## config.mk

```make
export PLATFORM = sky130hd
export DESIGN_NAME = fpa_out_buf
export DESIGN_NICKNAME = d
export VERILOG_FILES = /design/src/hw/rtl/fpa_pkg.sv /design/src/hw/rtl/fpa_out_buf.sv
export SDC_FILE = /design/constraint.sdc
export NUM_CORES = 1
export LEC_CHECK = 0
export ABC_AREA = 0
export BUFFER_PORTS_ARGS = -buffer_cell sky130_fd_sc_hd__buf_2
export CAP_MARGIN = 10
export CORE_UTILIZATION = 25
export DETAILED_ROUTE_END_ITERATION = 16
export GPL_TIMING_DRIVEN = 0
export HOLD_SLACK_MARGIN = 0.03
export PLACE_DENSITY_LB_ADDON = 0.3
export SLEW_MARGIN = 20
export SYNTH_ARGS = -nofsm -noshare
export SYNTH_HDL_FRONTEND = slang
export SYNTH_SLANG_ARGS = --single-unit
```

## constraint.sdc

```tcl
create_clock -name clk -period 2.35 [get_ports clk]
set_input_delay 0.235 -clock clk [delete_from_list [all_inputs] [get_ports clk]]
set_output_delay 0.235 -clock clk [all_outputs]
set_load 0.02 [all_outputs]
```

## src/hw/rtl/fpa_pkg.sv

```systemverilog
// Shared constants, types and helpers for the frame pixel accumulator.
`timescale 1ns / 1ps

package fpa_pkg;

  localparam int MAX_PIXELS   = 16384;
  localparam int GROUP_PIXELS = 8;
  localparam int PIX_W        = $clog2(MAX_PIXELS);
  localparam int CNT_W        = PIX_W + 1;
  localparam int GRP_W        = $clog2(GROUP_PIXELS);
  localparam int ACC_DEPTH    = 3 * MAX_PIXELS;
  localparam int ACC_AW       = $clog2(ACC_DEPTH);
  localparam int ACC_W        = 16;
  localparam int BYTE_W       = 8;
  localparam int PROD_W       = 2 * BYTE_W;
  localparam int IDX_W        = 16;
  localparam int MODE_W       = 2;
  localparam int SHIFT_W      = 4;
  localparam int CFG_W        = 15;
  localparam int CFG_IDX_W    = 3;
  localparam int IN_DATA_W    = 3 * BYTE_W + IDX_W;
  localparam int OUT_DEPTH    = 3;
  localparam int OUT_CNT_W    = $clog2(OUT_DEPTH + 1);
  localparam int OUT_PTR_W    = $clog2(OUT_DEPTH);
  localparam int STEP_W       = $clog2(PIX_W + 1);

  // tdata field offsets
  localparam int RED_LSB   = 0;
  localparam int GREEN_LSB = BYTE_W;
  localparam int BLUE_LSB  = 2 * BYTE_W;
  localparam int IDX_LSB   = 3 * BYTE_W;

  localparam logic [MODE_W-1:0] MODE_GREY        = 2'd0;
  localparam logic [MODE_W-1:0] MODE_INTERLEAVED = 2'd1;
  localparam int                MODE_PLANAR_BIT  = 1;

  localparam logic CMD_ACCUM = 1'b0;
  localparam logic CMD_READ  = 1'b1;

  localparam logic [1:0] SUB_LAST = 2'd2;

  typedef enum logic [CFG_IDX_W-1:0] {
    REG_MODE,
    REG_WEIGHT_RED,
    REG_WEIGHT_GREEN,
    REG_WEIGHT_BLUE,
    REG_WEIGHT_SHIFT,
    REG_PIXEL_COUNT,
    REG_BLOCK_PIXELS
  } reg_idx_t;

  typedef enum logic {
    OP_ADD,
    OP_READ
  } op_kind_t;

  typedef struct packed {
    logic              valid;
    op_kind_t          kind;
    logic              oor;
    logic [ACC_AW-1:0] addr;
    logic [ACC_W-1:0]  value;
  } acc_op_t;

  typedef struct packed {
    logic clr_busy;
    logic rd_inflight;
  } mem_status_t;

  function automatic logic [CNT_W-1:0] clamp_pixels(input logic [CFG_W-1:0] v);
    logic [CNT_W-1:0] r;
    if (v == '0) begin
      r = CNT_W'(1);
    end else if (v > CFG_W'(MAX_PIXELS)) begin
      r = CNT_W'(MAX_PIXELS);
    end else begin
      r = CNT_W'(v);
    end
    return r;
  endfunction

endpackage

```

## src/hw/rtl/fpa_out_buf.sv

```systemverilog
// Small result FIFO in front of the output channel.
`timescale 1ns / 1ps

module fpa_out_buf (
  input  logic                           clk,
  input  logic                           rst_n,
  input  logic                           push,
  input  logic [fpa_pkg::ACC_W-1:0]      push_data,
  output logic                           out_tvalid,
  input  logic                           out_tready,
  output logic [fpa_pkg::ACC_W-1:0]      out_tdata,
  output logic [fpa_pkg::OUT_CNT_W-1:0]  level
);

  logic [fpa_pkg::ACC_W-1:0]     buf_r [fpa_pkg::OUT_DEPTH];
  logic [fpa_pkg::OUT_PTR_W-1:0] wr_ptr_r, rd_ptr_r;
  logic [fpa_pkg::OUT_CNT_W-1:0] cnt_r;
  logic                          pop;

  assign out_tvalid = (cnt_r != '0);
  assign out_tdata  = buf_r[rd_ptr_r];
  assign pop        = out_tvalid && out_tready;
  assign level      = cnt_r;

  // the sender holds back reads so that a push never meets a full buffer
  always_ff @(posedge clk) begin
    if (!rst_n) begin
      wr_ptr_r <= '0;
      rd_ptr_r <= '0;
      cnt_r    <= '0;
    end else begin
      if (push) begin
        wr_ptr_r <= (wr_ptr_r == fpa_pkg::OUT_PTR_W'(fpa_pkg::OUT_DEPTH - 1)) ?
                    '0 : wr_ptr_r + 1'b1;
      end
      if (pop) begin
        rd_ptr_r <= (rd_ptr_r == fpa_pkg::OUT_PTR_W'(fpa_pkg::OUT_DEPTH - 1)) ?
                    '0 : rd_ptr_r + 1'b1;
      end
      cnt_r <= cnt_r + fpa_pkg::OUT_CNT_W'(push) - fpa_pkg::OUT_CNT_W'(pop);
    end
  end

  always_ff @(posedge clk) begin
    if (push) begin
      buf_r[wr_ptr_r] <= push_data;
    end
  end

endmodule

```

==> impl_metrics.py, run 1 <==
metrics = {
    "status": {
        "status": "complete, no violations",
    },
    "placed_design": {
        "place_congestion": 0.6465,
        "place_hpwl_um": 2706,
        "post-place-ws_ps": 735.5,
        "io_buffers": 37,
    },
    "cts": {
        "clock_path_buffers": 2,
        "cts-root-buf": "clkbuf_8",
        "htreeDepth": 2,
        "insertion_delay_ps": 300,
        "numCtsBuffers": 5,
        "cts_sinks": 56,
        "cts_setup_buffers": 0,
        "cts_hold_buf": 0,
        "tritoncts": "built",
        "clk_pin_slew_ps": 90,
        "cts_resized": 0,
    },
    "flow_run": {
        "maxCapViolations": 0,
    },
    "layout": {
        "finish.utilization_pct": 31.64,
        "final_cell_mix": "48 x edfxtp_1, 40 x buf_2, 21 x nand2_1",
        "drive_above_1_share_pct": 30.32,
        "layout_commonest_cell": "edfxtp_1",
        "final_nets": 208,
        "insertedDiodeCount": 0,
        "syn_to_final_growth_pct": 22.31,
    },
    "worst_setup_path": {
        "reg2reg_from": "wr_ptr_r[1]",
        "crit_required_ps": 2120,
        "critPathLaunchType": "flop",
        "regToRegSetupSlack_ps": 800,
        "worstPathArrival_ps": 1560,
        "cp_max_fo": 10,
        "reg2reg_to": "buf_r[0][1]",
        "crit_path_end_kind": "primary output",
        "critPathMaxStageDelay_ps": 440,
        "cp_slowest_cell": "clkbuf_1",
        "reg2reg_depth": 3,
        "crit_chain": "clkbuf_1 -> o21ai_0 -> buf_2",
        "crit_type": "flop to primary output",
    },
    "synthesis": {
        "synth_area_um2": 2126,
        "synth_warnings": 0,
        "ys_ff_latch": 56,
        "seq_area_frac_synth_pct": 75.34,
        "avgSynthCellArea_um2": 15.29,
        "synth_cell_type_count": 22,
        "synthCells": 139,
        "syn-num-nets": 160,
    },
    "global_routing": {
        "antenna_found_initial": 0,
        "grt.busiest_layer": "met2",
        "use_met1_pct": 12.27,
        "grt_max_degree": 17,
        "grt_use_total_pct": 9.574,
        "grt_overflow": 0,
        "grt_pass1_wl_um": 6099,
        "grt_pass1_vias": 1156,
        "grt_util_met3_pct": 2.913,
        "met2_usage_pct": 15.34,
    },
    "floorplan": {
        "dieArea_um2": 8876,
        "fp.coreArea_um2": 8217,
        "rows": 33,
        "initial_utilization_pct": 25.87,
        "dieWidth_um": 94.21,
        "io_pins": 39,
        "die_h_um": 94.21,
    },
    "timing": {
        "period_minus_slack_ps": 1796,
        "fin_skew_ps": 4.128,
        "slew_headroom_pct": 64.92,
        "layout_setup_ws_ps": 554.4,
        "finalCritPeriodShare_pct": 76.41,
        "hold_viol": 0,
        "fmax_mhz": 556.9,
        "tightestPinTransition_ps": 526.1,
        "setup_viol": 0,
        "slew_viol_final": 0,
        "rsz0062_at_grt": "no",
    },
    "pwr": {
        "irDropWorstVdd_v": 0.0002053,
        "power_density_nw_per_um2": 753.0,
        "power_leakage_nw": 0.9201,
    },
    "drt": {
        "drtIter0Drc": 34,
        "firstDrtPassIters": 4,
        "ant_nets": 0,
        "vias_per_cell": 4.102,
        "num_vias": 1202,
        "routed_wl_um": 3863,
        "drc": 0,
        "wire_per_inst_um": 13.18,
    },
    "worst_hold_path": {
        "min_delay_worst_endpoint": "buf_r[2][6]",
        "holdCritStartpoint": "push_data[6]",
        "hp-class": "input port to flop",
        "hold_depth": 1,
    },
}
==> per-layer routing <==
metal / share of wire [%] / routed length [um] / vias to the layer above
li1: - / - / 605
met1: 45 / 1754 / 567
met2: 49 / 1879 / 24
met3: 4.8 / 184 / 6
met4: 1.1 / 44 / 0
met5: 0 / 0 / -
==> registers in the layout (all words and copies together) (netlist names), named ones only <==
name      flops
level         2
buf_r        48
wr_ptr_r      2
rd_ptr_r      2
==> how the worst max path moves through the flow <==
| stage | start | endpoint | slack [ps] |
|---|---|---|---|
| detailed placement | push | buf_r[0][0] | 740 |
| global placement | push | buf_r[0][1] | -710 |
| finish | flop | out_tdata[15] | 550 |
| floorplan | wr_ptr_r[1] | buf_r[0][0] | 310 |
| global route | flop | out_tdata[15] | 360 |
| CTS | flop | out_tdata[15] | 450 |
==> worst max-delay path, delay by kind of cell, from the launching register on <==
kind / cells / cell delay [ps]
compound gates: 1 / 210
buf+inv: 2 / 640
flops: 1 / 400
==> metrics by stage <==
stage,setup TNS [ps],instances,area (um^2),power (mW),hold WS [ps]
after CTS,0,293,2600,1.980,117.1
after floorplan,0,139,2126,1.298,333.9
after detailed placement,0,285,2494,1.392,438.8
after global routing,0,293,2600,2.038,115.2
final,0,293,2600,1.958,128.2
after global placement,-11920,281,2442,1.381,440.3
==> Yosys cell counts (all sizes together) <==
master   n  area [um^2]
and2     1        6.260
and2b    2        15.01
buf      5        46.29
clkbuf   1        3.750
dfxtp    8        160.2
edfxtp  48         1441
ha       1        12.51
inv      1        3.750
mux2i   18        180.2
nand2   21        78.83
nand2b   1        6.260
nand3    2        10.01
nand3b   1        7.510
nor2     3        11.26
nor3b    1        7.510
o21a     2        15.01
o21ai   22        113.9
or2      1        6.260
==> where the power goes <==
part	switching [mW]	internal [mW]
Combinational	0.135	0.0873
Sequential	0.0152	1.13
Clock	0.285	0.311
==> logic make-up after synthesis <==
group	share of synthesized area [%]
flops	75.34
simple gates	7.005
compound gates	6.062
mux	8.475
buf+inv	2.530
fa+ha+maj	0.5885
==> area by class of cell <==
class / instances / area (um^2)
inverter: 1 / 3.754
multi-input combinational: 76 / 480.5
clock inverter: 3 / 37.54
fill: 812 / 5617
timing repair buffer: 41 / 226.5
tap: 105 / 131.4
sequential: 56 / 1602
buffer: 6 / 50.05
clock buffer: 5 / 68.82
Note: power is estimated with default switching activity, not from simulation.
==> run 2, diff against run 1 <==
Settings changed: ABC_AREA 0 to 1.
Clock period 2.35 ns to 1.4 ns, I/O delays scaled along.
==> impl_metrics.py, run 2 <==
metrics = {
    "status": {
        "status": "finished, violations left",
        "violations": "negative setup slack",
    },
    "synthesis": {
        "synthCells": 168,
        "synth_flop_cell": "edfxtp_1",
        "avgSynthCellArea_um2": 12.78,
        "synth_top_area_share_pct": 67.13,
        "synth_area_leader_cell": "edfxtp_1",
        "yosys-top-cells-area": "edfxtp_1 67%, a21oi_1 7.9%, dfxtp_1 7.5%",
        "syn-num-nets": 189,
        "synth_cell_type_count": 16,
        "synthArstFlopShare_pct": 0,
        "synth_common_cells": "48 x edfxtp_1, 34 x a21oi_1, 26 x nand2_1",
        "seq_area_frac_synth_pct": 74.59,
        "synth_area_um2": 2147,
        "synth_edf_count": 48,
        "synth_most_common_cell": "edfxtp_1",
        "synth_warnings": 0,
        "ys_ff_latch": 56,
    },
    "flow_run": {
        "maxCapViolations": 0,
    },
    "worst_setup_path": {
        "crit_type": "flop to primary output",
        "path_buf_inv": 2,
        "crit_top_cell": "a21oi_1",
        "cp_max_fo": 6,
        "crit_family": "flip-flops",
        "crit_required_ps": 1260,
        "crit_chain": "clkbuf_16 -> a21oi_1 -> a21oi_1 -> buf_4",
        "critPathMaxStageDelay_ps": 450,
        "regToRegSetupSlack_ps": 240,
        "crit_path_end_kind": "primary output",
        "critPathLaunchType": "flop",
        "worstPathArrival_ps": 1290,
        "cp_slowest_cell": "dfxtp_4",
    },
    "cts": {
        "clock_path_buffers": 2,
        "tritoncts": "built",
        "cts_sinks": 56,
        "cts-root-buf": "clkbuf_8",
        "htreeDepth": 2,
        "numCtsBuffers": 5,
        "insertion_delay_ps": 300,
        "clk_pin_slew_ps": 90,
    },
    "drt": {
        "routed_wl_um": 4491,
        "drtIter0Drc": 40,
        "drc": 0,
        "wire_per_inst_um": 13.45,
        "firstDrtPassIters": 4,
        "vias_per_cell": 4.216,
        "num_vias": 1408,
        "ant_nets": 0,
    },
    "floorplan": {
        "initial_utilization_pct": 26.00,
        "fp.coreArea_um2": 8258,
        "dieArea_um2": 8962,
        "io_pins": 39,
        "dieWidth_um": 94.67,
        "die_h_um": 94.67,
        "rows": 33,
    },
    "global_routing": {
        "grt_overflow": 0,
        "antenna_found_initial": 0,
        "grt_max_degree": 17,
        "grt_pass1_vias": 1333,
        "grt_pass1_wl_um": 6555,
        "grt_use_total_pct": 10.04,
    },
    "timing": {
        "fmax_mhz": 697.8,
        "slew_viol_final": 0,
        "finalCritPeriodShare_pct": 102.4,
        "setup_viol": 11,
        "tightestPinTransition_ps": 182.5,
        "fin_skew_ps": 9.402,
        "layout_setup_ws_ps": -33.18,
        "slew_headroom_pct": 87.82,
        "period_minus_slack_ps": 1433,
        "hold_viol": 0,
        "rsz0062_at_grt": "yes",
    },
    "layout": {
        "largest_register": "buf_r",
        "final_nets": 250,
        "final_cell_mix": "48 x edfxtp_1, 22 x a21oi_2, 22 x nand2_1, 22 x buf_2, 14 x nor2_1",
        "layout_commonest_cell": "edfxtp_1",
        "largest_reg_flops": 48,
        "drive_above_1_share_pct": 45.85,
        "insertedDiodeCount": 0,
        "syn_to_final_growth_pct": 41.14,
    },
    "placed_design": {
        "place_congestion": 0.6678,
        "post-place-ws_ps": -147.7,
        "io_buffers": 38,
        "place_hpwl_um": 2679,
    },
    "pwr": {
        "power_density_nw_per_um2": 1153,
        "power_mw": 3.494,
        "irDropWorstVdd_v": 0.0003766,
        "power_leakage_nw": 1.128,
    },
    "worst_hold_path": {
        "hp-class": "input port to flop",
    },
}
==> run 2: changes by cell type in the layout (fill, tap and decap cells not counted), moves of 10 or more <==
cell     delta
o21ai_0    -10
buf_6      +10
mux2i_1    -18
a21oi_1    +13
a21oi_2    +22
nor2_1     +13
buf_4      +11
buf_2      -18
o21ai_1    -10
==> run 2: timing repair <==
action / 4_1_cts / 5_1_grt
cloned: 1 / 2
endpoints found under the setup margin: 61 / 30
gates resized for setup: 32 / 49
pin swaps: 8 / 8
hold buffers: 1 / 3
endpoints found under the hold margin: 2 / 9
buffers inserted: 7 / 3
==> run 2: where the power goes <==
| group | internal [mW] | leakage [nW] | total [mW] | switching [mW] |
|---|---|---|---|---|
| combinational | 0.352 | 0.577 | 0.752 | 0.400 |
| sequential | 1.89 | 0.511 | 1.93 | 0.0386 |
| clock | 0.341 | 0.0410 | 0.809 | 0.468 |
| total | 2.59 | 1.13 | 3.49 | 0.907 |
==> run 2: metal layers <==
metal | global-route usage [%] | wire [um] | up-vias | share of wire, %
li1 | - | - | 708 | -
met1 | 12.57 | 2055 | 664 | 46
met2 | 16.61 | 2176 | 31 | 48
met3 | 3.060 | 213 | 5 | 4.7
met4 | 3.030 | 46 | 0 | 1.0
met5 | 0 | 0 | - | 0
==> run 2: path summary, 6_finish.rpt <==
check,to,cells past startpoint,startpoint
worst max-delay path,out_tdata[7],4,flop
worst min-delay path,buf_r[0][8],1,push_data[8]
worst max register to register,buf_r[1][14],3,wr_ptr_r[0]
worst min register to register,rd_ptr_r[1],2,rd_ptr_r[1]
==> run 2: logic make-up after synthesis <==
kind of cell / share of synthesized area, %
compound gates: 8.916
fa+ha+maj: 0.5827
buf+inv: 5.769
flops: 74.59
simple gates: 10.14
==> run 2: area by class of cell <==
type                       instances  area [um^2]
inverter                          12        77.57
buffer                             5        76.32
fill                             821         5228
tap                              105        131.4
sequential                        56         1607
clock inverter                     1        5.005
clock buffer                       6        72.57
timing repair buffer              55        489.2
multi-input combinational         94        571.8
==> run 2: metrics by stage <==
step | TNS, ps | instance area (um^2) | util [%] | hold WS, ps | std cells
3_3_place_gp | -4324 | 2480 | 30.03 | 344.6 | 311
2_1_floorplan | 0 | 2158 | - | 233.5 | 168
3_5_place_dp | -4670 | 2480 | 30.03 | 346.4 | 311
5_1_grt | -1123 | 3030 | 36.70 | 29.50 | 334
6_report | -184.7 | 3030 | 36.70 | 41.90 | 334
4_1_cts | -912.0 | 2760 | 33.42 | 34.04 | 327
==> run 3, diff against run 2 <==
Clock period 1.4 ns to 1.2 ns, I/O delays scaled along.
==> impl_metrics.py, run 3 (synthesis gave the netlist of run 2 again) <==
metrics = {
    "timing": {
        "period_minus_slack_ps": 1409,
        "finalCritPeriodShare_pct": 117.4,
        "setup_viol": 16,
        "tightestPinTransition_ps": 178.0,
        "rsz0062_at_grt": "yes",
        "layout_setup_ws_ps": -208.8,
        "slew_headroom_pct": 88.13,
        "fmax_mhz": 709.8,
        "slew_viol_final": 0,
        "fin_skew_ps": 4.146,
        "hold_viol": 0,
    },
    "cts": {
        "cts-root-buf": "clkbuf_8",
        "cts_sinks": 56,
        "clk_pin_slew_ps": 90,
        "htreeDepth": 2,
        "numCtsBuffers": 5,
        "insertion_delay_ps": 300,
        "clock_path_buffers": 2,
        "tritoncts": "built",
    },
    "status": {
        "status": "finished, violations left",
        "violations": "negative setup slack",
    },
    "floorplan": {
        "die_h_um": 94.67,
        "initial_utilization_pct": 26.00,
        "dieArea_um2": 8962,
        "fp.coreArea_um2": 8258,
        "dieWidth_um": 94.67,
        "io_pins": 39,
        "rows": 33,
    },
    "drt": {
        "firstDrtPassIters": 6,
        "drtIter0Drc": 48,
        "vias_per_cell": 4.213,
        "drc": 0,
        "wire_per_inst_um": 12.80,
        "routed_wl_um": 4440,
        "num_vias": 1462,
        "ant_nets": 0,
    },
    "worst_setup_path": {
        "reg2reg_from": "wr_ptr_r[1]",
        "regToRegSetupSlack_ps": 60,
        "crit_path_end_kind": "primary output",
        "crit_type": "flop to primary output",
        "reg2reg_depth": 3,
        "critPathLaunchType": "flop",
        "worstPathArrival_ps": 1290,
        "crit_required_ps": 1080,
        "cp_max_fo": 6,
        "reg2reg_to": "buf_r[2][2]",
    },
    "placed_design": {
        "post-place-ws_ps": -293.6,
        "place_hpwl_um": 2681,
        "place_congestion": 0.6671,
        "io_buffers": 38,
        "place_inst": 311,
    },
    "global_routing": {
        "grt_pass1_vias": 1403,
        "grt_pass1_wl_um": 6492,
        "grt_use_total_pct": 9.817,
        "grt_overflow": 0,
        "antenna_found_initial": 0,
        "grt_max_degree": 17,
    },
    "layout": {
        "largest_register": "buf_r",
        "finish.utilization_pct": 38.55,
        "layout_commonest_cell": "edfxtp_1",
        "final_cell_mix": "48 x edfxtp_1, 24 x a21oi_2, 22 x buf_2",
        "drive_above_1_share_pct": 50.00,
        "fin_cells": 347,
        "largest_reg_flops": 48,
        "final_nets": 262,
        "fillCellCount": 811,
        "syn_to_final_growth_pct": 48.25,
        "insertedDiodeCount": 0,
    },
    "worst_hold_path": {
        "hold_depth": 3,
        "hp-class": "input port to flop",
        "holdCritStartpoint": "rst_n",
        "min_delay_worst_endpoint": "level[0]",
    },
    "pwr": {
        "power_leakage_nw": 1.188,
        "irDropWorstVdd_v": 0.0006072,
        "power_density_nw_per_um2": 1300,
    },
    "flow_run": {
        "maxCapViolations": 0,
    },
}
-- run 3: worst max-delay path by stage --
stage,slack (ps),startpoint,end,cells after the start
final,-210,flop,out_tdata[8],5
after global routing,-260,flop,out_tdata[8],5
after CTS,-260,flop,out_tdata[7],7
after detailed placement,-290,wr_ptr_r[1],buf_r[2][7],2
after floorplan,-3,wr_ptr_r[0],buf_r[2][0],1
after global placement,-310,wr_ptr_r[1],buf_r[2][7],2
-- run 3: cell type report --
class	instances	area, um^2	share of cell area, %
multi-input cells	94	605.6	19.03
clock inverters	3	13.76	0.4324
well taps	105	131.4	4.127
clock buffers	5	68.82	2.162
flip-flops and latches	56	1613	50.67
plain buffers	4	70.07	2.201
inverters	12	72.57	2.280
repair buffers	68	608.1	19.10
-- run 3: power by group --
group          internal (mW)  switching, mW  total (mW)
logic                  0.445          0.468       0.912
registers               2.21         0.0602        2.27
clock network          0.398          0.558       0.955
-- run 3: worst max-delay path: stages (launching register included) --
cell and delay, ps:
dfxtp_4 460, clkinv_8 100, buf_6 140, nand2_1 70, a21oi_2 60, buf_4 160
-- run 3: what timing repair did --
action | CTS | global route
hold buffers | 16 | 0
hold endpoints to repair | 48 | 0
endpoints found under the setup margin | 64 | 18
pin swaps | 2 | 4
buffers inserted | 12 | 0
gates cloned | 2 | 1
resized for setup | 48 | 47
-- run 3: layer usage --
layer / up-vias / routed length (um) / GRT usage [%]
met3: 5 / 198 / 2.657
met2: 33 / 2251 / 17.81
li1: 727 / - / -
met5: - / 0 / 0
met4: 0 / 48 / 3.409
met1: 697 / 1941 / 10.98
-- run 3: through the flow --
stage / hold slack [ps] / total power [mW] / TNS, ps / area [um^2]
4_1_cts: 60.03 / 4.079 / -3569 / 3039
3_5_place_dp: 327.5 / 2.892 / -12320 / 2481
2_1_floorplan: 213.5 / 2.670 / -44.00 / 2160
6_report: 67.18 / 4.139 / -2803 / 3183
3_3_place_gp: 323.3 / 2.886 / -12240 / 2481
5_1_grt: 63.23 / 4.311 / -3847 / 3183
