## src/hw/rtl/fpa_pkg.sv

```systemverilog
// Shared constants, types and helpers for the frame pixel accumulator.
`timescale 1ns / 1ps

package fpa_pkg;

  localparam int MAX_PIXELS   = 16384;
  localparam int GROUP_PIXELS = 8;
  localparam int PIX_W        = $clog2(MAX_PIXELS);
  localparam int CNT_W        = PIX_W + 1;
  localparam int GRP_W        = $clog2(GROUP_PIXELS);
  localparam int ACC_DEPTH    = 3 * MAX_PIXELS;
  localparam int ACC_AW       = $clog2(ACC_DEPTH);
  localparam int ACC_W        = 16;
  localparam int BYTE_W       = 8;
  localparam int PROD_W       = 2 * BYTE_W;
  localparam int IDX_W        = 16;
  localparam int MODE_W       = 2;
  localparam int SHIFT_W      = 4;
  localparam int CFG_W        = 15;
  localparam int CFG_IDX_W    = 3;
  localparam int IN_DATA_W    = 3 * BYTE_W + IDX_W;
  localparam int OUT_DEPTH    = 3;
  localparam int OUT_CNT_W    = $clog2(OUT_DEPTH + 1);
  localparam int OUT_PTR_W    = $clog2(OUT_DEPTH);
  localparam int STEP_W       = $clog2(PIX_W + 1);

  // tdata field offsets
  localparam int RED_LSB   = 0;
  localparam int GREEN_LSB = BYTE_W;
  localparam int BLUE_LSB  = 2 * BYTE_W;
  localparam int IDX_LSB   = 3 * BYTE_W;

  localparam logic [MODE_W-1:0] MODE_GREY        = 2'd0;
  localparam logic [MODE_W-1:0] MODE_INTERLEAVED = 2'd1;
  localparam int                MODE_PLANAR_BIT  = 1;

  localparam logic CMD_ACCUM = 1'b0;
  localparam logic CMD_READ  = 1'b1;

  localparam logic [1:0] SUB_LAST = 2'd2;

  typedef enum logic [CFG_IDX_W-1:0] {
    REG_MODE,
    REG_WEIGHT_RED,
    REG_WEIGHT_GREEN,
    REG_WEIGHT_BLUE,
    REG_WEIGHT_SHIFT,
    REG_PIXEL_COUNT,
    REG_BLOCK_PIXELS
  } reg_idx_t;

  typedef enum logic {
    OP_ADD,
    OP_READ
  } op_kind_t;

  typedef struct packed {
    logic              valid;
    op_kind_t          kind;
    logic              oor;
    logic [ACC_AW-1:0] addr;
    logic [ACC_W-1:0]  value;
  } acc_op_t;

  typedef struct packed {
    logic clr_busy;
    logic rd_inflight;
  } mem_status_t;

  function automatic logic [CNT_W-1:0] clamp_pixels(input logic [CFG_W-1:0] v);
    logic [CNT_W-1:0] r;
    if (v == '0) begin
      r = CNT_W'(1);
    end else if (v > CFG_W'(MAX_PIXELS)) begin
      r = CNT_W'(MAX_PIXELS);
    end else begin
      r = CNT_W'(v);
    end
    return r;
  endfunction

endpackage

```

## src/hw/rtl/fpa_rem_unit.sv

```systemverilog
// Bit-serial remainder unit: pixel position modulo block size.
`timescale 1ns / 1ps

module fpa_rem_unit (
  input  logic                     clk,
  input  logic                     rst_n,
  input  logic                     start,
  input  logic [fpa_pkg::PIX_W-1:0] dividend,
  input  logic [fpa_pkg::CNT_W-1:0] divisor,
  output logic                     busy,
  output logic                     done,
  output logic [fpa_pkg::PIX_W-1:0] rem
);

  logic                       busy_r;
  logic [fpa_pkg::STEP_W-1:0] cnt_r;
  logic [fpa_pkg::PIX_W-1:0]  dvd_r;
  logic [fpa_pkg::PIX_W-1:0]  rem_r;
  logic [fpa_pkg::CNT_W-1:0]  trial;
  logic [fpa_pkg::CNT_W-1:0]  rem_step;

  // one quotient bit per cycle, restoring
  assign trial    = {rem_r, dvd_r[fpa_pkg::PIX_W-1]};
  assign rem_step = (trial >= divisor) ? (trial - divisor) : trial;

  always_ff @(posedge clk) begin
    if (!rst_n) begin
      busy_r <= 1'b0;
      cnt_r  <= '0;
    end else if (start) begin
      busy_r <= 1'b1;
      cnt_r  <= fpa_pkg::STEP_W'(fpa_pkg::PIX_W);
    end else if (busy_r) begin
      cnt_r <= cnt_r - 1'b1;
      if (cnt_r == fpa_pkg::STEP_W'(1)) begin
        busy_r <= 1'b0;
      end
    end
  end

  always_ff @(posedge clk) begin
    if (start) begin
      dvd_r <= dividend;
      rem_r <= '0;
    end else if (busy_r) begin
      dvd_r <= dvd_r << 1;
      rem_r <= rem_step[fpa_pkg::PIX_W-1:0];
    end
  end

  assign busy = busy_r;
  assign done = busy_r && (cnt_r == fpa_pkg::STEP_W'(1)) && !start;
  assign rem  = rem_step[fpa_pkg::PIX_W-1:0];

endmodule

```

## src/hw/rtl/fpa_front.sv

```systemverilog
// Config registers, pixel geometry tracking and accumulator op sequencing.
`timescale 1ns / 1ps

module fpa_front (
  input  logic                             clk,
  input  logic                             rst_n,
  input  logic                             cfg_we,
  input  logic [fpa_pkg::CFG_IDX_W-1:0]    cfg_index,
  input  logic [fpa_pkg::CFG_W-1:0]        cfg_wdata,
  input  logic                             in_tvalid,
  output logic                             in_tready,
  input  logic [fpa_pkg::IN_DATA_W-1:0]    in_tdata,
  input  logic                             in_tuser,
  input  fpa_pkg::mem_status_t             mem_st,
  input  logic [fpa_pkg::OUT_CNT_W-1:0]    out_level,
  output fpa_pkg::acc_op_t                 op
);

  // configuration
  logic [fpa_pkg::MODE_W-1:0]  mode_r;
  logic [fpa_pkg::BYTE_W-1:0]  wr_r, wg_r, wb_r;
  logic [fpa_pkg::SHIFT_W-1:0] shift_r;
  logic [fpa_pkg::CFG_W-1:0]   pcount_r, bpix_r;
  logic                        geo_start_r;

  always_ff @(posedge clk) begin
    if (!rst_n) begin
      mode_r      <= fpa_pkg::MODE_GREY;
      wr_r        <= '0;
      wg_r        <= '0;
      wb_r        <= '0;
      shift_r     <= fpa_pkg::SHIFT_W'(8);
      pcount_r    <= fpa_pkg::CFG_W'(fpa_pkg::MAX_PIXELS);
      bpix_r      <= fpa_pkg::CFG_W'(fpa_pkg::MAX_PIXELS);
      geo_start_r <= 1'b0;
    end else begin
      geo_start_r <= cfg_we && ((cfg_index == fpa_pkg::REG_PIXEL_COUNT) ||
                                (cfg_index == fpa_pkg::REG_BLOCK_PIXELS));
      if (cfg_we) begin
        unique case (cfg_index)
          fpa_pkg::REG_MODE:         mode_r   <= cfg_wdata[fpa_pkg::MODE_W-1:0];
          fpa_pkg::REG_WEIGHT_RED:   wr_r     <= cfg_wdata[fpa_pkg::BYTE_W-1:0];
          fpa_pkg::REG_WEIGHT_GREEN: wg_r     <= cfg_wdata[fpa_pkg::BYTE_W-1:0];
          fpa_pkg::REG_WEIGHT_BLUE:  wb_r     <= cfg_wdata[fpa_pkg::BYTE_W-1:0];
          fpa_pkg::REG_WEIGHT_SHIFT: shift_r  <= cfg_wdata[fpa_pkg::SHIFT_W-1:0];
          fpa_pkg::REG_PIXEL_COUNT:  pcount_r <= cfg_wdata;
          fpa_pkg::REG_BLOCK_PIXELS: bpix_r   <= cfg_wdata;
          default: ;
        endcase
      end
    end
  end

  logic [fpa_pkg::CNT_W-1:0] frame, bsize;
  assign frame = fpa_pkg::clamp_pixels(pcount_r);
  assign bsize = fpa_pkg::clamp_pixels(bpix_r);

  // geometry: stored position may sit past a shrunk frame; use 0 then
  logic [fpa_pkg::PIX_W-1:0] pos_r, pib_r, base_r;
  logic [fpa_pkg::PIX_W-1:0] eff_pos;
  assign eff_pos = ({1'b0, pos_r} >= frame) ? '0 : pos_r;

  logic                      rem_busy, rem_done;
  logic [fpa_pkg::PIX_W-1:0] rem_val;

  fpa_rem_unit u_rem (
    .clk      (clk),
    .rst_n    (rst_n),
    .start    (geo_start_r),
    .dividend (eff_pos),
    .divisor  (bsize),
    .busy     (rem_busy),
    .done     (rem_done),
    .rem      (rem_val)
  );

  // input field decode
  logic [fpa_pkg::BYTE_W-1:0] in_red, in_green, in_blue;
  logic [fpa_pkg::IDX_W-1:0]  in_idx;
  assign in_red   = in_tdata[fpa_pkg::RED_LSB   +: fpa_pkg::BYTE_W];
  assign in_green = in_tdata[fpa_pkg::GREEN_LSB +: fpa_pkg::BYTE_W];
  assign in_blue  = in_tdata[fpa_pkg::BLUE_LSB  +: fpa_pkg::BYTE_W];
  assign in_idx   = in_tdata[fpa_pkg::IDX_LSB   +: fpa_pkg::IDX_W];

  // planar block: full groups of eight run up to the clipped block length
  logic [fpa_pkg::CNT_W-1:0] blk_len_raw, blk_len, full_len;
  logic                      planar, grouped;
  logic [fpa_pkg::GRP_W-1:0] grp_j;
  logic [fpa_pkg::PIX_W-1:0] grp_start;

  assign planar      = mode_r[fpa_pkg::MODE_PLANAR_BIT];
  assign blk_len_raw = frame - {1'b0, base_r};
  assign blk_len     = (blk_len_raw > bsize) ? bsize : blk_len_raw;
  assign full_len    = {blk_len[fpa_pkg::CNT_W-1:fpa_pkg::GRP_W], {fpa_pkg::GRP_W{1'b0}}};
  assign grouped     = planar && ({1'b0, pib_r} < full_len);
  assign grp_j       = pib_r[fpa_pkg::GRP_W-1:0];
  assign grp_start   = eff_pos - fpa_pkg::PIX_W'(grp_j);

  // next geometry after one pixel
  logic [fpa_pkg::CNT_W-1:0] pos_inc, pib_inc;
  logic                      wrap;
  logic [fpa_pkg::PIX_W-1:0] pos_nxt;
  assign pos_inc = {1'b0, eff_pos} + 1'b1;
  assign wrap    = (pos_inc >= frame);
  assign pos_nxt = wrap ? '0 : pos_inc[fpa_pkg::PIX_W-1:0];
  assign pib_inc = {1'b0, pib_r} + 1'b1;

  // held item
  logic                        item_v_r, is_rd_r, grey_r, grouped_r, oor_r;
  logic [1:0]                  sub_r;
  logic [fpa_pkg::IDX_W-1:0]   idx_r;
  logic [fpa_pkg::PIX_W-1:0]   pos_item_r, gstart_r;
  logic [fpa_pkg::GRP_W-1:0]   j_r;
  logic [fpa_pkg::BYTE_W-1:0]  red_r, green_r, blue_r;
  logic [fpa_pkg::PROD_W-1:0]  p_red_r, p_green_r, p_blue_r;

  logic busy, in_fire, issue, last, credit_ok;
  logic [fpa_pkg::OUT_CNT_W:0] pending;

  assign busy      = mem_st.clr_busy || geo_start_r || rem_busy;
  // results pending in the output buffer plus a read still in the memory stage
  assign pending   = {1'b0, out_level} + (fpa_pkg::OUT_CNT_W + 1)'(mem_st.rd_inflight);
  assign credit_ok = (pending < (fpa_pkg::OUT_CNT_W + 1)'(fpa_pkg::OUT_DEPTH));
  assign issue     = item_v_r && (!is_rd_r || credit_ok);
  assign last      = is_rd_r || grey_r || (sub_r == fpa_pkg::SUB_LAST);
  assign in_tready = !busy && (!item_v_r || (issue && last));
  assign in_fire   = in_tvalid && in_tready;

  always_ff @(posedge clk) begin
    if (!rst_n) begin
      item_v_r <= 1'b0;
      sub_r    <= '0;
      pos_r    <= '0;
      pib_r    <= '0;
      base_r   <= '0;
    end else begin
      if (in_fire) begin
        item_v_r <= 1'b1;
        sub_r    <= '0;
      end else if (issue) begin
        if (last) begin
          item_v_r <= 1'b0;
        end else begin
          sub_r <= sub_r + 1'b1;
        end
      end

      if (rem_done) begin
        pib_r  <= rem_val;
        base_r <= eff_pos - rem_val;
      end else if (in_fire && (in_tuser == fpa_pkg::CMD_ACCUM)) begin
        pos_r <= pos_nxt;
        if (wrap) begin
          pib_r  <= '0;
          base_r <= '0;
        end else if (pib_inc == bsize) begin
          pib_r  <= '0;
          base_r <= pos_nxt;
        end else begin
          pib_r <= pib_inc[fpa_pkg::PIX_W-1:0];
        end
      end
    end
  end

  always_ff @(posedge clk) begin
    if (in_fire) begin
      is_rd_r    <= (in_tuser == fpa_pkg::CMD_READ);
      grey_r     <= (mode_r == fpa_pkg::MODE_GREY);
      grouped_r  <= grouped;
      oor_r      <= ({1'b0, in_idx} >= (fpa_pkg::IDX_W + 1)'(fpa_pkg::ACC_DEPTH));
      idx_r      <= in_idx;
      pos_item_r <= eff_pos;
      gstart_r   <= grp_start;
      j_r        <= grp_j;
      red_r      <= in_red;
      green_r    <= in_green;
      blue_r     <= in_blue;
      p_red_r    <= fpa_pkg::PROD_W'(in_red)   * fpa_pkg::PROD_W'(wr_r);
      p_green_r  <= fpa_pkg::PROD_W'(in_green) * fpa_pkg::PROD_W'(wg_r);
      p_blue_r   <= fpa_pkg::PROD_W'(in_blue)  * fpa_pkg::PROD_W'(wb_r);
    end
  end

  // op build
  logic [fpa_pkg::PROD_W+1:0]  grey_sum;
  logic [fpa_pkg::ACC_W-1:0]   grey_val;
  logic [fpa_pkg::PIX_W-1:0]   line_start;
  logic [fpa_pkg::ACC_AW-1:0]  start3, offset;
  logic [fpa_pkg::BYTE_W-1:0]  color;

  assign grey_sum   = (fpa_pkg::PROD_W + 2)'(p_red_r) + (fpa_pkg::PROD_W + 2)'(p_green_r) +
                      (fpa_pkg::PROD_W + 2)'(p_blue_r);
  assign grey_val   = fpa_pkg::ACC_W'(grey_sum >> shift_r);
  assign line_start = grouped_r ? gstart_r : pos_item_r;
  assign start3     = fpa_pkg::ACC_AW'({line_start, 1'b0}) + fpa_pkg::ACC_AW'(line_start);
  // grouped: plane offset 8*sub plus lane j
  assign offset     = grouped_r ? fpa_pkg::ACC_AW'({sub_r, j_r}) : fpa_pkg::ACC_AW'(sub_r);

  always_comb begin
    case (sub_r)
      2'd0:    color = red_r;
      2'd1:    color = green_r;
      default: color = blue_r;
    endcase
  end

  always_comb begin
    op.valid = issue;
    op.oor   = 1'b0;
    if (is_rd_r) begin
      op.kind  = fpa_pkg::OP_READ;
      op.oor   = oor_r;
      op.addr  = fpa_pkg::ACC_AW'(idx_r);
      op.value = '0;
    end else if (grey_r) begin
      op.kind  = fpa_pkg::OP_ADD;
      op.addr  = fpa_pkg::ACC_AW'(pos_item_r);
      op.value = grey_val;
    end else begin
      op.kind  = fpa_pkg::OP_ADD;
      op.addr  = start3 + offset;
      op.value = fpa_pkg::ACC_W'(color);
    end
  end

endmodule

```

## config.mk

```make
export PLATFORM = sky130hd
export DESIGN_NAME = fpa_front
export DESIGN_NICKNAME = d
export VERILOG_FILES = /design/src/hw/rtl/fpa_pkg.sv /design/src/hw/rtl/fpa_rem_unit.sv /design/src/hw/rtl/fpa_front.sv
export SDC_FILE = /design/constraint.sdc
export NUM_CORES = 1
export LEC_CHECK = 0
export BUFFER_PORTS_ARGS = -buffer_cell sky130_fd_sc_hd__buf_2
export CAP_MARGIN = 20
export CORE_MARGIN = 1.5
export CORE_UTILIZATION = 64
export CTS_CLUSTER_DIAMETER = 40
export DETAILED_ROUTE_END_ITERATION = 7
export PLACE_DENSITY = 0.82
export SYNTH_ARGS = -nofsm -noshare
export SYNTH_HDL_FRONTEND = slang
export SYNTH_HIERARCHICAL = 1
export SYNTH_SLANG_ARGS = --single-unit
```

## constraint.sdc

```tcl
create_clock -name clk -period 8.3 [get_ports clk]
set_clock_uncertainty 0.2 [all_clocks]
set_input_delay 1.66 -clock clk [delete_from_list [all_inputs] [get_ports clk]]
set_output_delay 1.66 -clock clk [all_outputs]
set_load 0.005 [all_outputs]
```

==> flow_metrics.tcl, run 1 <==
set metrics [dict create \
    synth_xor_area_share_pct 4.42 \
    worst_slew_pin_slew_ps 1140 \
    routed_wl_mm 64.8 \
    hp-class "reg -> reg" \
    synth_cells 2660 \
    io_pins 103 \
    whs_ps 259 \
    core_sq_um 36600 \
    post-route-period-util_pct 92.4 \
    post_synth_num_cell_types 95 \
    synth_area_per_cell_sq_um 8.94 \
    cts_tree "done" \
    fin_ws_ps 628 \
    area_growth_pct 10.1 \
    final.setup.tns_ps 0 \
    synth-edff-count 137 \
    cts_buffer_depth 3 \
    end_kind "flip-flop" \
    initial_utilization_pct 65.0 \
    p_leak_nw 11.8 \
    clock_latency_ps 590 \
    grt_antenna_before_repair 1 \
    synth-compound-area-share_pct 15.8 \
    maxCapViolCount 0 \
    via_count 20100 \
    die_width_um 196 \
    seqCellArea_sq_um 6620 \
    peakVddDrop_uv 299 \
    cts_made_buffers 45 \
    post-route-drc-count 0 \
    grt_max_degree 89 \
    dieArea_sq_um 38300 \
    place_congestion 0.952 \
    synthAdderAreaFrac_pct 24.7 \
    cp_slowest_cell "o21ai_1" \
    synth.top_cells.by_area "edfxtp_1 17%, ha_1 13%, fa_1 11%" \
    nets 3180 \
    yosys.area.top_type "edfxtp_1" \
    yosysTopAreaCellShare_pct 17.3 \
    crit_family "simple AND/OR/NAND/NOR gates" \
    finalSetupViolations 0 \
    cts_hold_buf 0 \
    synth.area.mux_share_pct 3.49 \
    portBuffers 102 \
    synth_seq_cells 262 \
    final_layout_size_suffix_gt1_share_pct 10.4 \
    grt_first_pass_wirelength_mm 103 \
    synth_area_sq_um 23800 \
    setup.worst_path.class "reg -> reg" \
    path_clk_slew_ps 60 \
    arrival_ps 7980 \
    seq_area_frac_synth_pct 27.8 \
    antenna-diode-count 0 \
    cellPowerDensity_nw_per_um2 204 \
    die_y_um 196 \
    stdcell_area_sq_um 26200 \
    fmax_mhz 130 \
    yosysWarnings 6 \
    synth_ff_type "edfxtp_1" \
    worstPathRequired_ps 8610 \
    async_flop_share_pct 0 \
    grt_pass1_vias 19600 \
    rows 70 \
    worst-path-buf-inv 2 \
    synth_top_family_by_area "adder cells" \
    status "completed" \
    dr.pass1.iters 5 \
    synth-simple-area-share_pct 17.8 \
    via_per_inst 6.23 \
    hold_viol_final 0 \
    grt_usage_pct 34.0 \
    critPathMaxFanout 16 \
    cts_sinks 262 \
    post-route-util_pct 71.5 \
    post-route-min-period_ps 7670 \
    clockRootBuffer "clkbuf_16" \
    synthesis.nets 3117 \
    routedWlPerCell_um 20.1 \
    first_iter_violations 1722 \
    cp_slowest_stage_delay_ps 630 \
    cts_resized 0 \
    multi_input_area_sq_um 15800 \
    slew_violations 0 \
    place_ws_ps 941 \
    fillers 2764 \
    max_slew_margin_pct 24.1 \
    hpwlAfterDp_mm 49.4 \
    start_kind "flip-flop" \
    rsz0062_at_grt "false" \
    route.antenna.remaining_nets 0 \
    crit_top_cell "a21oi_1" \
    htree_num_levels 2 \
    postCtsSetupBuffers 0 \
    overflow 0 \
    post_dp_cell_area_sq_um 24600 \
]
metrics by stage:
stage               instances  total power, mW
floorplan                2660             2.89
global placement         3143             3.29
detailed placement       3143             3.34
CTS                      3227             5.31
global route             3228             5.58
finish                   3228             5.33
flip-flops by register name, summed over array words and instances, names as in the netlist, 14 cells and up:
register / flops
idx_r: 16
p_blue_r: 16
p_green_r: 16
p_red_r: 16
bpix_r: 15
pcount_r: 15
base_r: 14
gstart_r: 14
pib_r: 14
pos_item_r: 14
pos_r: 14
u_rem/dvd_r: 14
u_rem/rem_r: 14
worst register-to-register path, cell delays in order, from the launching register on:
cell and delay, ps:
dfxtp_1 320, nor4_1 330, nand4_1 190, a21oi_1 350, ha_1 300, nand2b_1 130
a2111oi_0 390, or3b_2 200, a21oi_1 70, o21ai_1 630, nand2_1 330, inv_1 230
ha_1 300, and3_1 320, nand2_1 90, or2_2 340, xnor2_1 300, nor2_1 90
ha_1 330, and4_1 210, a21oi_1 150, nand2_1 90, a21oi_1 520, nand2b_1 340
nor3_1 250, buf_4 230, nor3b_1 230, a221o_1 140
logic make-up (layout without fill, tap and decap cells):
group	Yosys count	count (layout)
fa+ha+maj	390	390
simple gates	895	895
xor+xnor	120	120
mux	76	76
flops	262	262
compound gates	553	553
buf+inv	364	464
per-layer routing:
metal  track usage (%)  part of all wire (%)  up-vias
met4              9.69                   2.4        2
met1              48.3                    44     9699
met3              5.90                   8.8      125
li1                  -                     -     9381
met2              53.7                    45      903
met5                 0                 0.020        -
synthesized netlist by cell type, types with 35 or more instances:
master	n
dfxtp_1	125
mux2i_1	39
ha_1	256
mux2_2	35
inv_1	262
and2_1	124
nor2_1	166
edfxtp_1	137
nand2_1	367
fa_1	134
xnor2_1	74
a21oi_1	164
xor2_1	46
o21ai_0	92
a21o_1	36
nand3_1	43
clkbuf_1	72
nor3_1	46
final timing paths:
kind                                   to  depth (start not counted)   startpoint  slack, ps
worst max-delay path            pib_r[10]                         27  pcount_r[1]        630
worst min-delay path            bpix_r[0]                          2    bpix_r[0]        260
worst max register to register  pib_r[10]                         27  pcount_r[1]        630
worst min register to register  bpix_r[0]                          2    bpix_r[0]        260
where the power goes:
group	total, mW	leakage, nW	internal, mW	switching (mW)
Clock	1.96	0.775	1.19	0.776
Sequential	1.53	2.28	1.45	0.0743
Combinational	1.85	8.76	0.726	1.12
Total	5.33	11.8	3.36	1.97
placed cells by master (no fill, tap or decap), types with 43 or more instances in the layout:
cell type,synthesis,layout
edfxtp_1,137,137
nand2_1,367,367
xor2_1,46,46
o21ai_0,92,91
clkbuf_16,0,45
inv_1,262,261
dfxtp_1,125,125
ha_1,256,256
xnor2_1,74,74
nor2_1,166,166
nor3_1,46,46
buf_2,10,102
fa_1,134,134
and2_1,124,124
a21oi_1,164,164
nand3_1,43,43
area by class of cell:
type | instances | area share, %
Timing Repair Buffer | 115 | 2.32
Tap cell | 468 | 2.24
Clock buffer | 48 | 4.42
Clock inverter | 36 | 1.71
Multi-Input combinational cell | 2034 | 60.2
Inverter | 265 | 3.81
Sequential cell | 262 | 25.3
(Power assumes the default switching activity.)
==> run 2: changes to the inputs <==
- ABC_AREA: not set -> 1
- CELL_PAD_IN_SITES_DETAIL_PLACEMENT: not set -> 1
- CELL_PAD_IN_SITES_GLOBAL_PLACEMENT: not set -> 2
- CORE_UTILIZATION: 64 -> 38
- PLACE_DENSITY: 0.82 -> not set
- PLACE_DENSITY_LB_ADDON: not set -> 0.1
==> flow_metrics.tcl, run 2 <==
set metrics [dict create \
    status "completed" \
    clock_latency_ps 620 \
    seq_area_frac_synth_pct 26.9 \
    p_leak_nw 14.4 \
    first_iter_violations 1053 \
    maxCapViolCount 0 \
    cp_slowest_cell "nor2_1" \
    end_kind "flip-flop" \
    synth_cells 3320 \
    crit_family "simple AND/OR/NAND/NOR gates" \
    path_clk_slew_ps 50 \
    initial_utilization_pct 38.3 \
    post-route-min-period_ps 7270 \
    synth_top_cells_by_count "857 x nand2_1, 602 x inv_1, 256 x ha_1" \
    hpwlAfterDp_mm 67.1 \
    grt_first_pass_wirelength_mm 131 \
    synth_area_sq_um 24600 \
    crit_top_cell "nand2_1" \
    worst-path-buf-inv 5 \
    cts_buffer_depth 3 \
    die_width_um 258 \
    slew_violations 0 \
    cellPowerDensity_nw_per_um2 202 \
    cts_sinks 262 \
    final_common_cell "nand2_1" \
    peakVddDrop_uv 157 \
    async_flop_share_pct 0 \
    final.setup.tns_ps 0 \
    grt_max_degree 84 \
    htree_num_levels 2 \
    place_congestion 0.867 \
    arrival_ps 7560 \
    fmax_mhz 138 \
    hold_viol_final 0 \
    postCtsSetupBuffers 0 \
    final_layout_size_suffix_gt1_share_pct 9.09 \
    clockRootBuffer "clkbuf_16" \
    synth_ff_type "edfxtp_1" \
    synth_area_per_cell_sq_um 7.41 \
    overflow 0 \
    portBuffers 102 \
    synth.top_cells.by_area "edfxtp_1 17%, nand2_1 13%, ha_1 13%" \
    rsz0062_at_grt "false" \
    post-route-drc-count 0 \
    dr.pass1.iters 5 \
    yosysMostFrequentCell "nand2_1" \
    setup.worst_path.class "reg -> reg" \
    cts_hold_buf 0 \
    grt_antenna_before_repair 2 \
    cts_tree "done" \
    io_pins 103 \
    routed_wl_mm 82.8 \
    rows 93 \
    post_dp_cell_area_sq_um 25800 \
    stdcell_area_sq_um 27800 \
    mostFrequentLayoutCells "857 x nand2_1, 602 x inv_1, 256 x ha_1, 215 x nor2_1, 183 x a21oi_1" \
    hp-class "reg -> reg" \
    dieArea_sq_um 66300 \
    start_kind "flip-flop" \
    via_count 21900 \
    grt_usage_pct 25.1 \
    nets 3837 \
    finalSetupViolations 0 \
    worstPathRequired_ps 8590 \
    critPathMaxFanout 11 \
    route.antenna.remaining_nets 0 \
    cp_slowest_stage_delay_ps 700 \
    synth_seq_cells 262 \
    via_per_inst 5.10 \
    fin_ws_ps 1030 \
    cts_resized 0 \
    synthesis.nets 3777 \
    post_synth_num_cell_types 58 \
    area_growth_pct 13.1 \
    yosysTopAreaCellShare_pct 16.7 \
    max_slew_margin_pct 28.9 \
    die_y_um 258 \
    routedWlPerCell_um 19.3 \
    synth-edff-count 137 \
    core_sq_um 64200 \
    yosys.area.top_type "edfxtp_1" \
    yosysWarnings 6 \
    worst_slew_pin_slew_ps 1070 \
    grt_pass1_vias 23100 \
    cts_made_buffers 60 \
    place_ws_ps 1070 \
    post-route-period-util_pct 87.6 \
]
==> run 2: cell types whose count changed after synthesis, moves of 35 or more <==
cell / delta
nand4_1: +39
nand3_1: +131
o21ai_0: +71
inv_1: +340
and2_1: -116
xnor2_1: -51
mux2i_1: -39
nor2_1: +49
nand2_1: +490
mux2_2: -35
==> run 2: kinds of logic (layout without fill, tap and decap cells) <==
logic type / count (synthesis) / after routing / synth area share [%]
buf+inv: 725 / 837 / 11.4
compound gates: 449 / 449 / 10.3
fa+ha+maj: 390 / 390 / 23.9
flops: 262 / 262 / 26.9
simple gates: 1399 / 1399 / 24.2
xor+xnor: 95 / 95 / 3.38
other cells: 0 / 1 / 0
==> run 2: metrics by stage <==
step	util [%]	hold WS, ps	cells	power [mW]
CTS	43.3	271	4287	5.69
finish	43.3	269	4288	5.63
global route	43.3	286	4288	5.99
floorplan	-	230	3320	2.76
detailed placement	40.1	262	4173	3.25
global placement	40.1	245	4173	3.19
==> run 2: metal layers <==
layer	vias to the layer above	wire length, um	track usage, %
li1	10700	-	-
met1	10700	41200	35.8
met2	347	37500	40.9
met3	84	2790	2.48
met4	0	1320	5.43
met5	-	0	0
==> run 2: layout make-up <==
type                       count  area, sq um
fill                        8015        36400
multi-input combinational   2333        15200
sequential                   262         6620
inverter                     612         2300
clock buffer                  70         1570
tap                          855         1070
timing repair buffer         111          578
clock inverter                44          485
antenna                        1         2.50
==> run 2: tightest hold or removal path, delay by kind of cell (launching register included) <==
| kind | cells | cell delay [ps] |
|---|---|---|
| and+or+nand+nor | 2 | 110 |
| DFF | 1 | 310 |
==> run 2: final timing paths <==
kind / from / cells after the start / end / slack [ps]
min reg2reg: u_rem/rem_r[13] / 2 / u_rem/rem_r[13] / 270
max: pcount_r[6] / 35 / pib_r[10] / 1030
min: u_rem/rem_r[13] / 2 / u_rem/rem_r[13] / 270
max reg2reg: pcount_r[6] / 35 / pib_r[10] / 1030
==> run 2: power by group <==
group          switching [mW]  internal, mW  total [mW]
clock                   0.848          1.56        2.41
combinational            1.14         0.574        1.72
sequential             0.0645          1.45        1.51
==> run 3: changes to the inputs <==
- CORE_ASPECT_RATIO: not set -> 1.4
- SETUP_SLACK_MARGIN: not set -> 0.4
- clock period: 8.3 -> 7.01 ns (I/O delays scaled with it)
==> flow_metrics.tcl, run 3 (synthesis gave the netlist of run 2 again) <==
set metrics [dict create \
    status "completed" \
    die_y_um 304 \
    finalSetupViolations 0 \
    critPathMaxFanout 35 \
    hp-class "reg -> reg" \
    post-route-period-util_pct 88.3 \
    place_congestion 0.915 \
    grt_antenna_before_repair 1 \
    final.setup.tns_ps 0 \
    cts_tree "done" \
    dieArea_sq_um 66300 \
    worst-path-buf-inv 3 \
    rr_worst_depth 36 \
    grt_first_pass_wirelength_mm 133 \
    cellPowerDensity_nw_per_um2 230 \
    htree_num_levels 2 \
    worst_slew_pin_slew_ps 1040 \
    dr.pass1.iters 5 \
    overflow 0 \
    hpwlAfterDp_mm 70.0 \
    post-route-drc-count 0 \
    mostFrequentLayoutCells "855 x nand2_1, 601 x inv_1, 256 x ha_1, 210 x nor2_1, 183 x a21oi_1" \
    area_growth_pct 12.3 \
    fillers 8095 \
    whs_ps 271 \
    grt_max_degree 85 \
    routed_wl_mm 85.7 \
    start_kind "flip-flop" \
    min_path_cells 2 \
    min_from "u_rem/rem_r[13]" \
    hold_viol_final 0 \
    clockRootBuffer "clkbuf_16" \
    nets 3839 \
    route.antenna.remaining_nets 0 \
    holdPathEnd "u_rem/rem_r[13]" \
    crit_top_cell "nand2_1" \
    cts_hold_buf 0 \
    arrival_ps 4590 \
    io_pins 103 \
    grt_pass1_vias 23800 \
    portBuffers 102 \
    cp_slowest_stage_delay_ps 610 \
    routedWlPerCell_um 20.1 \
    cts_buffer_depth 3 \
    cp_slowest_cell "fa_1" \
    rr_startpoint "pcount_r[1]" \
    slew_violations 0 \
    initial_utilization_pct 38.4 \
    max_slew_margin_pct 30.5 \
    p_leak_nw 14.3 \
    via_per_inst 5.14 \
    maxCapViolCount 0 \
    cts_sinks 262 \
    worstPathRequired_ps 5410 \
    fmax_mhz 162 \
    cp_cell_sequence "buf_6, o21ai_0, fa_1, ha_1, inv_1, fa_1, nand3b_1, nand2_1, nand2_1, nand2_1, a21oi_1, o21ai_1, a21boi_0, o21ai_1, xor2_1, o21bai_1, buf_2" \
    post-route-min-period_ps 6190 \
    via_count 21900 \
    end_kind "output pin" \
    final_common_cell "nand2_1" \
    grt_usage_pct 26.2 \
    rsz0062_at_grt "false" \
    crit_family "adder cells" \
    r2r_slack_ps 920 \
    rr_endpoint "pib_r[4]" \
    die_width_um 218 \
    setup.worst_path.class "reg -> out" \
    first_iter_violations 868 \
    path_clk_slew_ps 50 \
    clock_latency_ps 620 \
    cts_made_buffers 50 \
    core_sq_um 64100 \
    rows 110 \
    final_layout_size_suffix_gt1_share_pct 9.11 \
    peakVddDrop_uv 181 \
]
==> run 3: changes by cell type in the layout (fill, tap and decap cells not counted), sizes merged <==
cell      change
buf          +11
bufinv        -1
clkbuf        -9
clkinv        -3
clkinvlp      -2
inv           -5
nor2          +1
==> run 3: where the power goes <==
part | switching [mW] | internal (mW) | total (mW)
clock network | 0.943 | 1.57 | 2.51
registers | 0.0720 | 1.71 | 1.78
logic | 1.37 | 0.694 | 2.06
total | 2.38 | 3.97 | 6.35
==> run 3: how the worst max path moves through the flow <==
stage,start,endpoint,cells after the start
after global routing,pcount_r[1],pib_r[10],36
after detailed placement,pcount_r[7],pib_r[7],36
after global placement,pcount_r[7],base_r[3],35
after CTS,pcount_r[7],base_r[3],36
final,grouped_r,op[29],17
after floorplan,in_tdata[1],p_red_r[13],19
==> run 3: layout make-up <==
| class | count | area, sq um | area share, % |
|---|---|---|---|
| Tap cell | 840 | 1050 | 3.80 |
| Antenna cell | 1 | 2.50 | 0.00905 |
| Clock inverter | 33 | 405 | 1.47 |
| Clock buffer | 61 | 1330 | 4.82 |
| Inverter | 612 | 2300 | 8.32 |
| Timing Repair Buffer | 122 | 664 | 2.40 |
| Multi-Input combinational cell | 2334 | 15300 | 55.2 |
| Sequential cell | 262 | 6620 | 23.9 |
==> run 3: what timing repair did <==
action | in CTS | in global routing
resized for setup | 3 | 16
setup buffers | 0 | 3
cloned | 0 | 1
pin swaps | 0 | 2
endpoints found under the setup margin | 12 | 44
==> run 3: layer usage <==
| metal | vias up | wire length (um) | GRT usage (%) |
|---|---|---|---|
| met5 | - | 0 | 0 |
| met4 | 0 | 4760 | 13.0 |
| met3 | 163 | 1960 | 2.65 |
| met2 | 301 | 47200 | 50.9 |
| met1 | 10700 | 31800 | 27.2 |
| li1 | 10700 | - | - |
==> run 3: tightest hold or removal path: stages (launching register included) <==
cell and delay, ps:
dfxtp_1 310, nand2_1 60, nand2_1 50
==> run 3: stage by stage <==
stage               std cells  total power, mW  utilization, %  cell area, sq um  setup slack [ps]
finish                   4265             6.35            43.1             27600               821
global route             4264             6.75            43.1             27600               409
CTS                      4260             6.42            43.0             27600               454
detailed placement       4166             3.88            40.2             25800               361
global placement         4165             3.82            40.2             25800               652
floorplan                3320             3.27               -             24600              1390
